**config.mk**
```make
export PLATFORM = sky130hd
export DESIGN_NAME = chained_hash_set
export DESIGN_NICKNAME = d
export VERILOG_FILES = /design/src/rtl/chs_pkg.sv /design/src/rtl/chained_hash_set.sv
export SDC_FILE = /design/constraint.sdc
export NUM_CORES = 2
export LEC_CHECK = 0
export BUFFER_PORTS_ARGS = -buffer_cell sky130_fd_sc_hd__buf_4
export CAP_MARGIN = 30
export CORE_MARGIN = 2
export CORE_UTILIZATION = 35
export CTS_BUF_LIST = sky130_fd_sc_hd__clkbuf_8 sky130_fd_sc_hd__clkbuf_16
export DETAILED_ROUTE_END_ITERATION = 16
export PLACE_DENSITY = 0.5
export SETUP_SLACK_MARGIN = 0.5
export SLEW_MARGIN = 20
export SYNTH_ARGS = -nofsm -noshare
export SYNTH_HDL_FRONTEND = slang
export SYNTH_SLANG_ARGS = --single-unit
```
**constraint.sdc**
```tcl
create_clock -name clk -period 15.1 [get_ports clk]
set_clock_uncertainty 0.2 [all_clocks]
set_input_delay 0.755 -clock clk [delete_from_list [all_inputs] [get_ports clk]]
set_output_delay 0.755 -clock clk [all_outputs]
set_load 0.03 [all_outputs]
```
**src/rtl/chs_pkg.sv**
```systemverilog
// chs_pkg: sizes, command codes, state type and the bucket hash step for the chained hash set
// no dependencies; imported by chained_hash_set, chs_props, chs_checker and tb
`timescale 1ns / 1ps

package chs_pkg;

	localparam int BUCKETS = 7;
	localparam int SLOTS   = 8;
	localparam int ENTRIES = BUCKETS * SLOTS;

	localparam int KEY_W   = 31;
	localparam int CMD_W   = 2;
	localparam int CNT_W   = 4;
	localparam int CNT_MAX = (1 << CNT_W) - 1;

	localparam int BKT_W   = (BUCKETS > 1) ? $clog2(BUCKETS) : 1;
	localparam int SLOT_W  = (SLOTS > 1) ? $clog2(SLOTS) : 1;
	localparam int ISS_W   = $clog2(SLOTS + 1);
	localparam int ENT_W   = (ENTRIES > 1) ? $clog2(ENTRIES) : 1;

	// key + 1 never wraps, so the hashed value is one bit wider than the key
	localparam int HASH_W  = KEY_W + 1;
	localparam int DIG_W   = 8;
	localparam int NUM_DIG = (HASH_W + DIG_W - 1) / DIG_W;
	localparam int HPAD_W  = NUM_DIG * DIG_W;
	localparam int DCNT_W  = (NUM_DIG > 1) ? $clog2(NUM_DIG) : 1;
	localparam int MOD_W   = BKT_W + DIG_W;

	localparam int S_DATA_W = 32;
	localparam int M_DATA_W = 8;

	localparam logic [CMD_W-1:0] CMD_FIND   = 2'd0;
	localparam logic [CMD_W-1:0] CMD_INSERT = 2'd1;
	localparam logic [CMD_W-1:0] CMD_REMOVE = 2'd2;

	typedef enum logic [2:0] {
		ST_IDLE,
		ST_HASH,
		ST_SCAN,
		ST_INSERT,
		ST_RESP
	} state_t;

	// one radix-256 step of the remainder: (r * 256 + d) mod BUCKETS by restoring subtraction
	function automatic logic [BKT_W-1:0] mod_step(logic [BKT_W-1:0] r, logic [DIG_W-1:0] d);
		logic [MOD_W-1:0] v;
		logic [MOD_W-1:0] b;
		v = {r, d};
		for (int k = DIG_W - 1; k >= 0; k--) begin
			b = MOD_W'(BUCKETS) << k;
			if (v >= b) begin
				v = v - b;
			end
		end
		return v[BKT_W-1:0];
	endfunction

endpackage

```
**src/rtl/chained_hash_set.sv**
```systemverilog
// chained_hash_set: top level, sequencer, key store memory and slot valid flags
// depends on chs_pkg
`timescale 1ns / 1ps

// Hash set of 31-bit keys, 7 buckets of 8 slots, bucket = (key + 1) mod 7. One command per
// input beat (tuser: 0 find, 1 insert, 2 remove); one result beat per command. The block takes
// one command at a time: s_tready is high only while it waits for a command. The bucket
// remainder is worked out by a shared radix-256 reduction step, one byte of key + 1 a cycle.
// Find and remove then read the bucket's 8 entries through the key store's registered read
// port, one per cycle, each compared in the cycle after its read; insert takes the lowest free
// slot in state ST_INSERT. A result waits while an earlier result has not been taken. Slot valid
// flags are cleared by reset, so the block is usable as soon as reset is released.
module chained_hash_set (
	input  logic                           clk,
	input  logic                           arst_n,
	input  logic                           s_tvalid,
	output logic                           s_tready,
	input  logic [chs_pkg::S_DATA_W-1:0]   s_tdata,   // [30:0] key, [31] zero
	input  logic [chs_pkg::CMD_W-1:0]      s_tuser,   // [1:0] cmd
	output logic                           m_tvalid,
	input  logic                           m_tready,
	output logic [chs_pkg::M_DATA_W-1:0]   m_tdata    // [0] found, [1] status,
	                                                  // [5:2] removed_count, [7:6] zero
);
	import chs_pkg::*;

	state_t state_q, state_nxt;

	logic [CMD_W-1:0]  cmd_q;
	logic [KEY_W-1:0]  key_q;
	logic [HPAD_W-1:0] hval_q;
	logic [BKT_W-1:0]  rem_q;
	logic [BKT_W-1:0]  rem_nxt;
	logic [DCNT_W-1:0] dig_cnt_q;
	logic [ENT_W-1:0]  base_q;
	logic [ISS_W-1:0]  iss_cnt_q;
	logic [ENT_W-1:0]  rd_addr;
	logic [KEY_W-1:0]  rd_key_q;
	logic              cmp_v_s1;
	logic [ENT_W-1:0]  cmp_idx_s1;
	logic              hit;

	logic              found_q;
	logic              status_q;
	logic [CNT_W-1:0]  cnt_q;

	logic              m_tvalid_q;
	logic              out_found_q;
	logic              out_status_q;
	logic [CNT_W-1:0]  out_cnt_q;

	logic [ENTRIES-1:0] valid_q;
	logic [KEY_W-1:0]   key_store [ENTRIES];

	logic [SLOTS-1:0]  bkt_valid;
	logic              free_found;
	logic [SLOT_W-1:0] free_slot;
	logic [ENT_W-1:0]  wr_addr;

	logic accept;
	logic hash_en;
	logic last_dig;
	logic issue_en;
	logic scan_done;
	logic ins_en;
	logic resp_load;

	assign accept    = s_tvalid && s_tready;
	assign last_dig  = (dig_cnt_q == DCNT_W'(NUM_DIG - 1));
	// last compare happens in the cycle after the final read is issued
	assign scan_done = (iss_cnt_q == ISS_W'(SLOTS));
	assign rem_nxt   = mod_step(rem_q, hval_q[HPAD_W-1 -: DIG_W]);
	assign rd_addr   = base_q + ENT_W'(iss_cnt_q[SLOT_W-1:0]);
	assign hit       = cmp_v_s1 && valid_q[cmp_idx_s1] && (rd_key_q == key_q);

	// next state
	always_comb begin
		state_nxt = state_q;
		unique case (state_q)
			ST_IDLE: begin
				if (s_tvalid) state_nxt = ST_HASH;
			end
			ST_HASH: begin
				if (last_dig) begin
					case (cmd_q) inside
						CMD_FIND, CMD_REMOVE: state_nxt = ST_SCAN;
						CMD_INSERT:           state_nxt = ST_INSERT;
						default:              state_nxt = ST_RESP;
					endcase
				end
			end
			ST_SCAN: begin
				if (scan_done) state_nxt = ST_RESP;
			end
			ST_INSERT: begin
				state_nxt = ST_RESP;
			end
			ST_RESP: begin
				if (!m_tvalid_q || m_tready) state_nxt = ST_IDLE;
			end
			default: state_nxt = ST_IDLE;
		endcase
	end

	// sequencer outputs
	always_comb begin
		s_tready  = 1'b0;
		hash_en   = 1'b0;
		issue_en  = 1'b0;
		ins_en    = 1'b0;
		resp_load = 1'b0;
		unique case (state_q)
			ST_IDLE:   s_tready  = 1'b1;
			ST_HASH:   hash_en   = 1'b1;
			ST_SCAN:   issue_en  = (iss_cnt_q != ISS_W'(SLOTS));
			ST_INSERT: ins_en    = 1'b1;
			ST_RESP:   resp_load = !m_tvalid_q || m_tready;
			default: begin
			end
		endcase
	end

	always_ff @(posedge clk or negedge arst_n) begin
		if (!arst_n) begin
			state_q <= ST_IDLE;
		end else begin
			state_q <= state_nxt;
		end
	end

	// lowest free slot of the bucket
	always_comb begin
		bkt_valid  = valid_q[base_q +: SLOTS];
		free_found = 1'b0;
		free_slot  = '0;
		for (int s = SLOTS - 1; s >= 0; s--) begin
			if (!bkt_valid[s]) begin
				free_found = 1'b1;
				free_slot  = SLOT_W'(s);
			end
		end
	end

	assign wr_addr = base_q + ENT_W'(free_slot);

	// command, hash and scan control
	always_ff @(posedge clk or negedge arst_n) begin
		if (!arst_n) begin
			dig_cnt_q <= '0;
			iss_cnt_q <= '0;
			cmp_v_s1  <= 1'b0;
		end else begin
			cmp_v_s1 <= issue_en;
			if (accept) begin
				dig_cnt_q <= '0;
				iss_cnt_q <= '0;
			end else begin
				if (hash_en) dig_cnt_q <= dig_cnt_q + DCNT_W'(1);
				if (issue_en) iss_cnt_q <= iss_cnt_q + ISS_W'(1);
			end
		end
	end

	always_ff @(posedge clk) begin
		if (accept) begin
			cmd_q    <= s_tuser;
			key_q    <= s_tdata[KEY_W-1:0];
			hval_q   <= HPAD_W'({1'b0, s_tdata[KEY_W-1:0]}) + HPAD_W'(1);
			rem_q    <= '0;
			found_q  <= 1'b0;
			status_q <= 1'b0;
			cnt_q    <= '0;
		end else begin
			if (hash_en) begin
				rem_q  <= rem_nxt;
				hval_q <= hval_q << DIG_W;
				if (last_dig) base_q <= ENT_W'(int'(rem_nxt) * SLOTS);
			end
			if (issue_en) cmp_idx_s1 <= rd_addr;
			if (hit) begin
				case (cmd_q)
					CMD_FIND: found_q <= 1'b1;
					CMD_REMOVE: begin
						if (cnt_q != CNT_W'(CNT_MAX)) cnt_q <= cnt_q + CNT_W'(1);
					end
					default: begin
					end
				endcase
			end
			if (ins_en) status_q <= !free_found;
		end
	end

	// slot valid flags
	always_ff @(posedge clk or negedge arst_n) begin
		if (!arst_n) begin
			valid_q <= '0;
		end else begin
			if (ins_en && free_found) valid_q[wr_addr] <= 1'b1;
			if (hit && (cmd_q == CMD_REMOVE)) valid_q[cmp_idx_s1] <= 1'b0;
		end
	end

	// key store: one write port, one registered read port
	always_ff @(posedge clk) begin
		if (ins_en && free_found) key_store[wr_addr] <= key_q;
	end

	always_ff @(posedge clk) begin
		if (issue_en) rd_key_q <= key_store[rd_addr];
	end

	// result register
	always_ff @(posedge clk or negedge arst_n) begin
		if (!arst_n) begin
			m_tvalid_q <= 1'b0;
		end else begin
			if (resp_load) begin
				m_tvalid_q <= 1'b1;
			end else if (m_tready) begin
				m_tvalid_q <= 1'b0;
			end
		end
	end

	always_ff @(posedge clk) begin
		if (resp_load) begin
			out_found_q  <= found_q;
			out_status_q <= status_q;
			out_cnt_q    <= cnt_q;
		end
	end

	assign m_tvalid = m_tvalid_q;
	assign m_tdata  = {2'b00, out_cnt_q, out_status_q, out_found_q};

endmodule

```
# ---- Word-level counts from Yosys, hierarchy flattened
# Memory sizes are Yosys's and may differ from the RTL's. A register that Yosys moved wholly into a read port is not among the register bits.
# Index checks and enable logic that the tools add are counted.
# W data, S select, Z words.
dict set report word_totals {
  mem_count 1
  ramBits 1736
  word_cells 140
  reg_bits 156
  out_inout_bits 10
}
dict set report classes {
  n_bitwise 4
  mux 54
  order_cmp 12
  n_shift 1
  n_reduce_logical 21
  add_sub_neg 14
  n_eq_ne 15
}
# name words width read_ports rd_ports_with_merged_regs write_ports line
set memory_table {}
lappend memory_table {key_store 56 31 1 1 1 chained_hash_set.sv:53} ;# logic [KEY_W-1:0] key_store [ENTRIES];
# op n
set op_table {}
lappend op_table {{$mux W56} 2}
lappend op_table {{$mux W11} 7}
lappend op_table {{$mux W32} 2}
lappend op_table {{$and A56 B56 Y56} 1}
lappend op_table {{$not A56 Y56} 1}
lappend op_table {{$or A56 B56 Y56} 1}
lappend op_table {{$shiftx A56 B7 Y8} 1}
lappend op_table {{$mux W3} 15}
lappend op_table {{$add A31 B1 Y32 const B} 1}
lappend op_table {{$eq A31 B31 Y1} 1}
lappend op_table {{$mux W1} 20}
lappend op_table {{$pmux W3 S5} 1}
lappend op_table {{$lt A6 B7 Y1 const B} 2}
lappend op_table {{$add A6 B3 Y6} 2}
lappend op_table {{$demux W1 S6} 2}
lappend op_table {{$ge A6 B1 Y1 const B} 2}
lappend op_table {{$ge A11 B10 Y1 const B} 1}
lappend op_table {{$ge A11 B3 Y1 const B} 1}
lappend op_table {{$ge A11 B4 Y1 const B} 1}
lappend op_table {{$ge A11 B5 Y1 const B} 1}
lappend op_table {{$ge A11 B6 Y1 const B} 1}
lappend op_table {{$ge A11 B7 Y1 const B} 1}
lappend op_table {{$ge A11 B8 Y1 const B} 1}
lappend op_table {{$ge A11 B9 Y1 const B} 1}
lappend op_table {{32 further kinds} 52}

# ---- Depth between registers and ports, before layout
dict set report logic_depth {
  ltp_word 18
  depth_mapped 38
}

# ---- Least setup slack after synthesis
# OpenSTA, ideal clock, no wires.
dict set report synth_timing {
  path_type {register to register}
  startpoint {register hval_q[31]}
  endpoint {register base_q[4], data pin}
  path_buffers 2
  arrival_time_ns 7.809
  slack_ns 6.831
  path_stages_with_launch 38
  synth_period_minus_slack_ns 8.269
  path_cell_list {edfxtp_1 > ha_1 > a21oi_4 > xor2_1 > a31o_2 > inv_1 > ha_1 > nor2_1 > a32o_2 > a211o_1 > nand4_1 > o22ai_1 > a221o_1 > buf_6 > and3_1 > nor2_1 > inv_1 > ha_1 > [... 2 more ...] > o211ai_4 > or3_1 > buf_2 > a211o_2 > nor3_4 > xnor2_1 > ha_1 > nand2_1 > mux2i_1 > or4b_4 > nor3_1 > nor2_1 > ha_1 > and2_1 > and2_1 > a221oi_1 > nand3_1 > mux2_2}
}
dict set report synth_via {
  elab_chain_len 16
  word_cells_on_any_way 24
}
# element line
set synth_rtl {}
lappend synth_rtl {{from (decl)} chained_hash_set.sv:31} ;# logic [HPAD_W-1:0] hval_q;
lappend synth_rtl {{from (signal assigned)} chained_hash_set.sv:168} ;# hval_q <= HPAD_W'({1'b0, s_tdata[KEY_W-1:0]}) + HPAD_W'(1);
lappend synth_rtl {{from (signal assigned)} chained_hash_set.sv:176} ;# hval_q <= hval_q << DIG_W;
lappend synth_rtl {{$sub A11 B10 Y11 / $ge A11 B10 Y1 (equally long branches)} {chs_pkg.sv:52, chs_pkg.sv:51}}
lappend synth_rtl {{$mux W11 *} chs_pkg.sv:51} ;# if (v >= b) begin
lappend synth_rtl {{$sub A11 B9 Y11 / $ge A11 B9 Y1 (equally long branches)} {chs_pkg.sv:52, chs_pkg.sv:51}}
lappend synth_rtl {{$mux W11 *} chs_pkg.sv:51}
lappend synth_rtl {{$sub A11 B8 Y11 / $ge A11 B8 Y1 (equally long branches)} {chs_pkg.sv:52, chs_pkg.sv:51}}
lappend synth_rtl {{$mux W11 *} chs_pkg.sv:51}
lappend synth_rtl {{$sub A11 B7 Y11 / $ge A11 B7 Y1 (equally long branches)} {chs_pkg.sv:52, chs_pkg.sv:51}}
lappend synth_rtl {{$mux W11 *} chs_pkg.sv:51}
lappend synth_rtl {{$sub A11 B6 Y11 / $ge A11 B6 Y1 (equally long branches)} {chs_pkg.sv:52, chs_pkg.sv:51}}
lappend synth_rtl {{$mux W11 *} chs_pkg.sv:51}
lappend synth_rtl {{$sub A11 B5 Y11 / $ge A11 B5 Y1 (equally long branches)} {chs_pkg.sv:52, chs_pkg.sv:51}}
lappend synth_rtl {{$mux W11 *} chs_pkg.sv:51}
lappend synth_rtl {{$sub A11 B4 Y11 / $ge A11 B4 Y1 (equally long branches)} {chs_pkg.sv:52, chs_pkg.sv:51}}
lappend synth_rtl {{$mux W11 *} chs_pkg.sv:51}
lappend synth_rtl {{$ge A11 B3 Y1 / $sub A3 B3 Y3 (equally long branches)} {chs_pkg.sv:51, chs_pkg.sv:52}}
lappend synth_rtl {{$mux W3 *} chs_pkg.sv:51}
lappend synth_rtl {{via rem_nxt[1]} chained_hash_set.sv:33} ;# logic [BKT_W-1:0] rem_nxt;
lappend synth_rtl {{to (signal assigned)} chained_hash_set.sv:177} ;# if (last_dig) base_q <= ENT_W'(int'(rem_nxt) * SLOTS);
lappend synth_rtl {{to (decl)} chained_hash_set.sv:35} ;# logic [ENT_W-1:0] base_q;
# Mark *: on every way through the listed nets, which the timed path passes. The rest lies on a longest branch.
# A chain may end at the register's enable or synchronous reset.

# ---- Worst setup path after layout
dict set report layout_timing {
  startpoint {register hval_q[31]}
  endpoint {register base_q[3], data pin}
}
# The elaborated chain is that of the path after synthesis.

==> reports/summary.txt <==
==========================================================================================
Status                                                                        complete, no violations
Wirelength per Cell                                                               30.75 µm
Share of layout cells above drive strength 1                                        26.12%
Floorplan Core Area                                                            219,300 µm²
Clock tree root buffer cell                                                   sky130_fd_sc_hd__clkbuf_16
Distinct cell type count after synthesis                                               102
Worst-case register-to-register setup slack                                        4.99 ns
Total Negative Setup Slacks                                                           0 ns
Critical path type                                                            flop to flop
Lkg Pwr                                                                           27.34 nW
Max-slew headroom at the worst pin                                                  28.67%
End of the critical path                                                         base_q[3]
PD cells                                                                      198.0 nW/µm²
Via count normalized by instance count                                               5.537
Crit-path max cell delay                                                           0.62 ns
Clock insertion delay at the later pin of the skew report                          0.84 ns
Post-synthesis register bit count                                                    1,923
RSZ-0062 raised after global routing                                                 false
Primary flip-flop cell chosen by synthesis mapping                            sky130_fd_sc_hd__edfxtp_1
Number of buffers inserted by post-CTS setup repair                                      0
Number of enable-type register cells in the synthesized netlist                      1,847
HP Class                                                                      input pin to asynchronous set/reset pin
Post-synth top cells                                                          sky130_fd_sc_hd__edfxtp_1, sky130_fd_sc_hd__mux4_2, sky130_fd_sc_hd__nor2_1, sky130_fd_sc_hd__mux2i_1, sky130_fd_sc_hd__nand2_1
Number of buffers created by CTS                                                       199
Final setup violation count                                                              0
Post-Syn Area per Cell                                                           20.42 µm²
Startpoint of the most critical setup path                                      hval_q[31]
Largest net degree at the start of global routing                                      114
# DRC                                                                                    0
DRT iter0 DRCs                                                                       4,596
Vias in the first global route                                                      39,460
Worst ir drop on vdd                                                             0.2773 mV
Required @ worst endpoint                                                         15.45 ns
Row Count                                                                              172
First-pass GRT wire length                                                        305.5 mm
Post-synth top area share                                                           72.01%
Clock edge transition at the registers on the reported setup and hold paths        0.06 ns
Number of cells traversed by the worst register-to-register path                        36
Synthesized area                                                                77,020 µm²
Post-synthesis cell type with the largest combined area                       sky130_fd_sc_hd__edfxtp_1
Fraction of registers with async set or reset after synthesis                       3.484%
Maximum capacitance violations                                                           0
Boundary pin count                                                                      48
Post-cts gate resize count                                                               0
Total Power Consumption                                                           17.51 mW
Dominant delay contributor by cell family on the critical path                compound AO/OA/AOI/OAI gates
Antenna violations before repair                                                        12
Count of input and output buffers                                                       44
Buffer levels on the longest clock path                                                  3
Category of the worst setup path launch point                                         flop
Number of hold violations in the final report                                            0
Most used standard cell by instance count after synthesis                     sky130_fd_sc_hd__edfxtp_1
Ranking of synthesized cells by area                                          sky130_fd_sc_hd__edfxtp_1, sky130_fd_sc_hd__mux4_2, sky130_fd_sc_hd__dfrtp_1
Final worst path period need                                                      10.11 ns
Number of fill cells in the layout                                                  19,340
Detailed Place HPWL                                                               116.0 mm
Max-slew violation count                                                                 0
Synthesis Warnings                                                                       0
Least-Margin Pin Slew                                                             1.040 ns
Vertical extent of the die                                                        473.1 µm
Count of buffer and inverter cells on the critical path                                  3
Overflow after GRT                                                                       0
Count of hold-fix buffers inserted at cts                                               34
Number of clock sinks seen by CTS                                                    1,923
Number of H-tree levels                                                                  4
Routed wire length                                                                216.3 mm
Part of the Yosys area used for sequential elements                                 74.43%
Worst path most repeated cell                                                 sky130_fd_sc_hd__ha_1
Initial cell density of the core                                                    35.12%
CTS tree                                                                              done
Slowest CP cell                                                               sky130_fd_sc_hd__nor3_1
Crit. path cell count                                                                   36
Placer congestion estimate                                                          0.9110
Portion of the clock cycle consumed by the worst path in the final layout           66.98%
Die width                                                                         473.1 µm
Capture point of the worst reg-to-reg path                                       base_q[3]
Number of vias after detailed routing                                               38,950
Antenna Nets Post-Route                                                                  0
Capturing element type of the critical path                                           flop
Arrival @ worst endpoint                                                          10.47 ns
Worst reg2reg startpoint                                                        hval_q[31]
Die footprint                                                                  223,800 µm²
Largest driver fanout on the critical path                                              11
Number of iterations in the first detailed-routing pass                                  6
Highest clock rate                                                               98.88 MHz
Net count, final                                                                     4,043
Aggregate global-route resource usage                                               19.29%
Growth of design area from synthesis to finish                                      14.78%
Count of mapped cells out of synthesis                                               3,771
==========================================================================================
-- metal layers --
layer,share of wire [%],track usage [%],wire [µm]
met1,44,27.82,95870
met3,6.3,3.313,13720
met5,0.0032,0,7
met4,2.2,5.007,4770
met2,47,30.36,102000
-- registers in the layout (all words and copies together), names as in the netlist, 2 cells and up --
register / flops
base_q: 3
cmd_q: 2
cmp_idx_s1: 6
cnt_q: 4
dig_cnt_q: 2
hval_q: 32
iss_cnt_q: 4
key_q: 31
key_store: 1736
out_cnt_q: 4
rd_key_q: 31
rem_q: 3
state_q: 3
valid_q: 56
-- worst min-delay path by stage --
stage,startpoint,endpoint
floorplan,status_q,out_status_q
global placement,found_q,out_found_q
detailed placement,found_q,out_found_q
CTS,arst_n,state_q[2]
global route,arst_n,state_q[2]
finish,arst_n,state_q[2]
-- power breakdown --
part           internal (mW)  switching (mW)
logic                   2.55            3.76
registers               6.27           0.163
clock network           2.69            2.08
-- final cells by class --
type / instances / area [µm²] / share of cell area, %
Inverter: 29 / 108.9 / 0.1231
Sequential cell: 1923 / 57330 / 64.85
Clock buffer: 203 / 5057 / 5.721
Multi-Input combinational cell: 1629 / 19240 / 21.77
Timing Repair Buffer: 210 / 1794 / 2.030
Tap cell: 2871 / 3592 / 4.063
Clock inverter: 164 / 1262 / 1.428
Antenna cell: 6 / 15.01 / 0.01698
-- per-stage QoR --
step / setup WS (ns) / std cells / hold slack, ns / cell area (µm²) / util (%)
finish: 4.987 / 7035 / 0.07028 / 88400 / 40.31
global route: 4.302 / 7030 / 0.03770 / 88390 / 40.31
CTS: 5.023 / 7028 / 0.01973 / 88360 / 40.29
detailed placement: 5.053 / 6627 / 0.2597 / 81700 / 37.26
global placement: 4.942 / 6625 / 0.2557 / 81670 / 37.24
floorplan: 6.831 / 3772 / 0.2030 / 77020 / -
-- logic make-up after synthesis --
kind of cell    count (synthesis)  synth area share, %
compound gates                348                3.157
mux                           657                16.85
xor+xnor                       73               0.8399
other cells                     1             0.004869
simple gates                  535                3.356
fa+ha+maj                      14               0.2242
buf+inv                       220                1.145
flops                        1923                74.43
-- layout by cell type, fill, tap and decap left out, drive strengths merged, types with 29 or more instances in the layout --
cell type       n
a21oi          91
and3           30
buf           176
clkbuf        203
clkinv         80
dfrtp          67
dlygate4sd3    34
edfxtp       1847
inv            90
mux2i         127
mux4          509
nand2         119
nand3          33
nor2          193
nor3           40
o21ai          59
o22ai          29
xnor2          48
(Power assumes the default switching activity.)
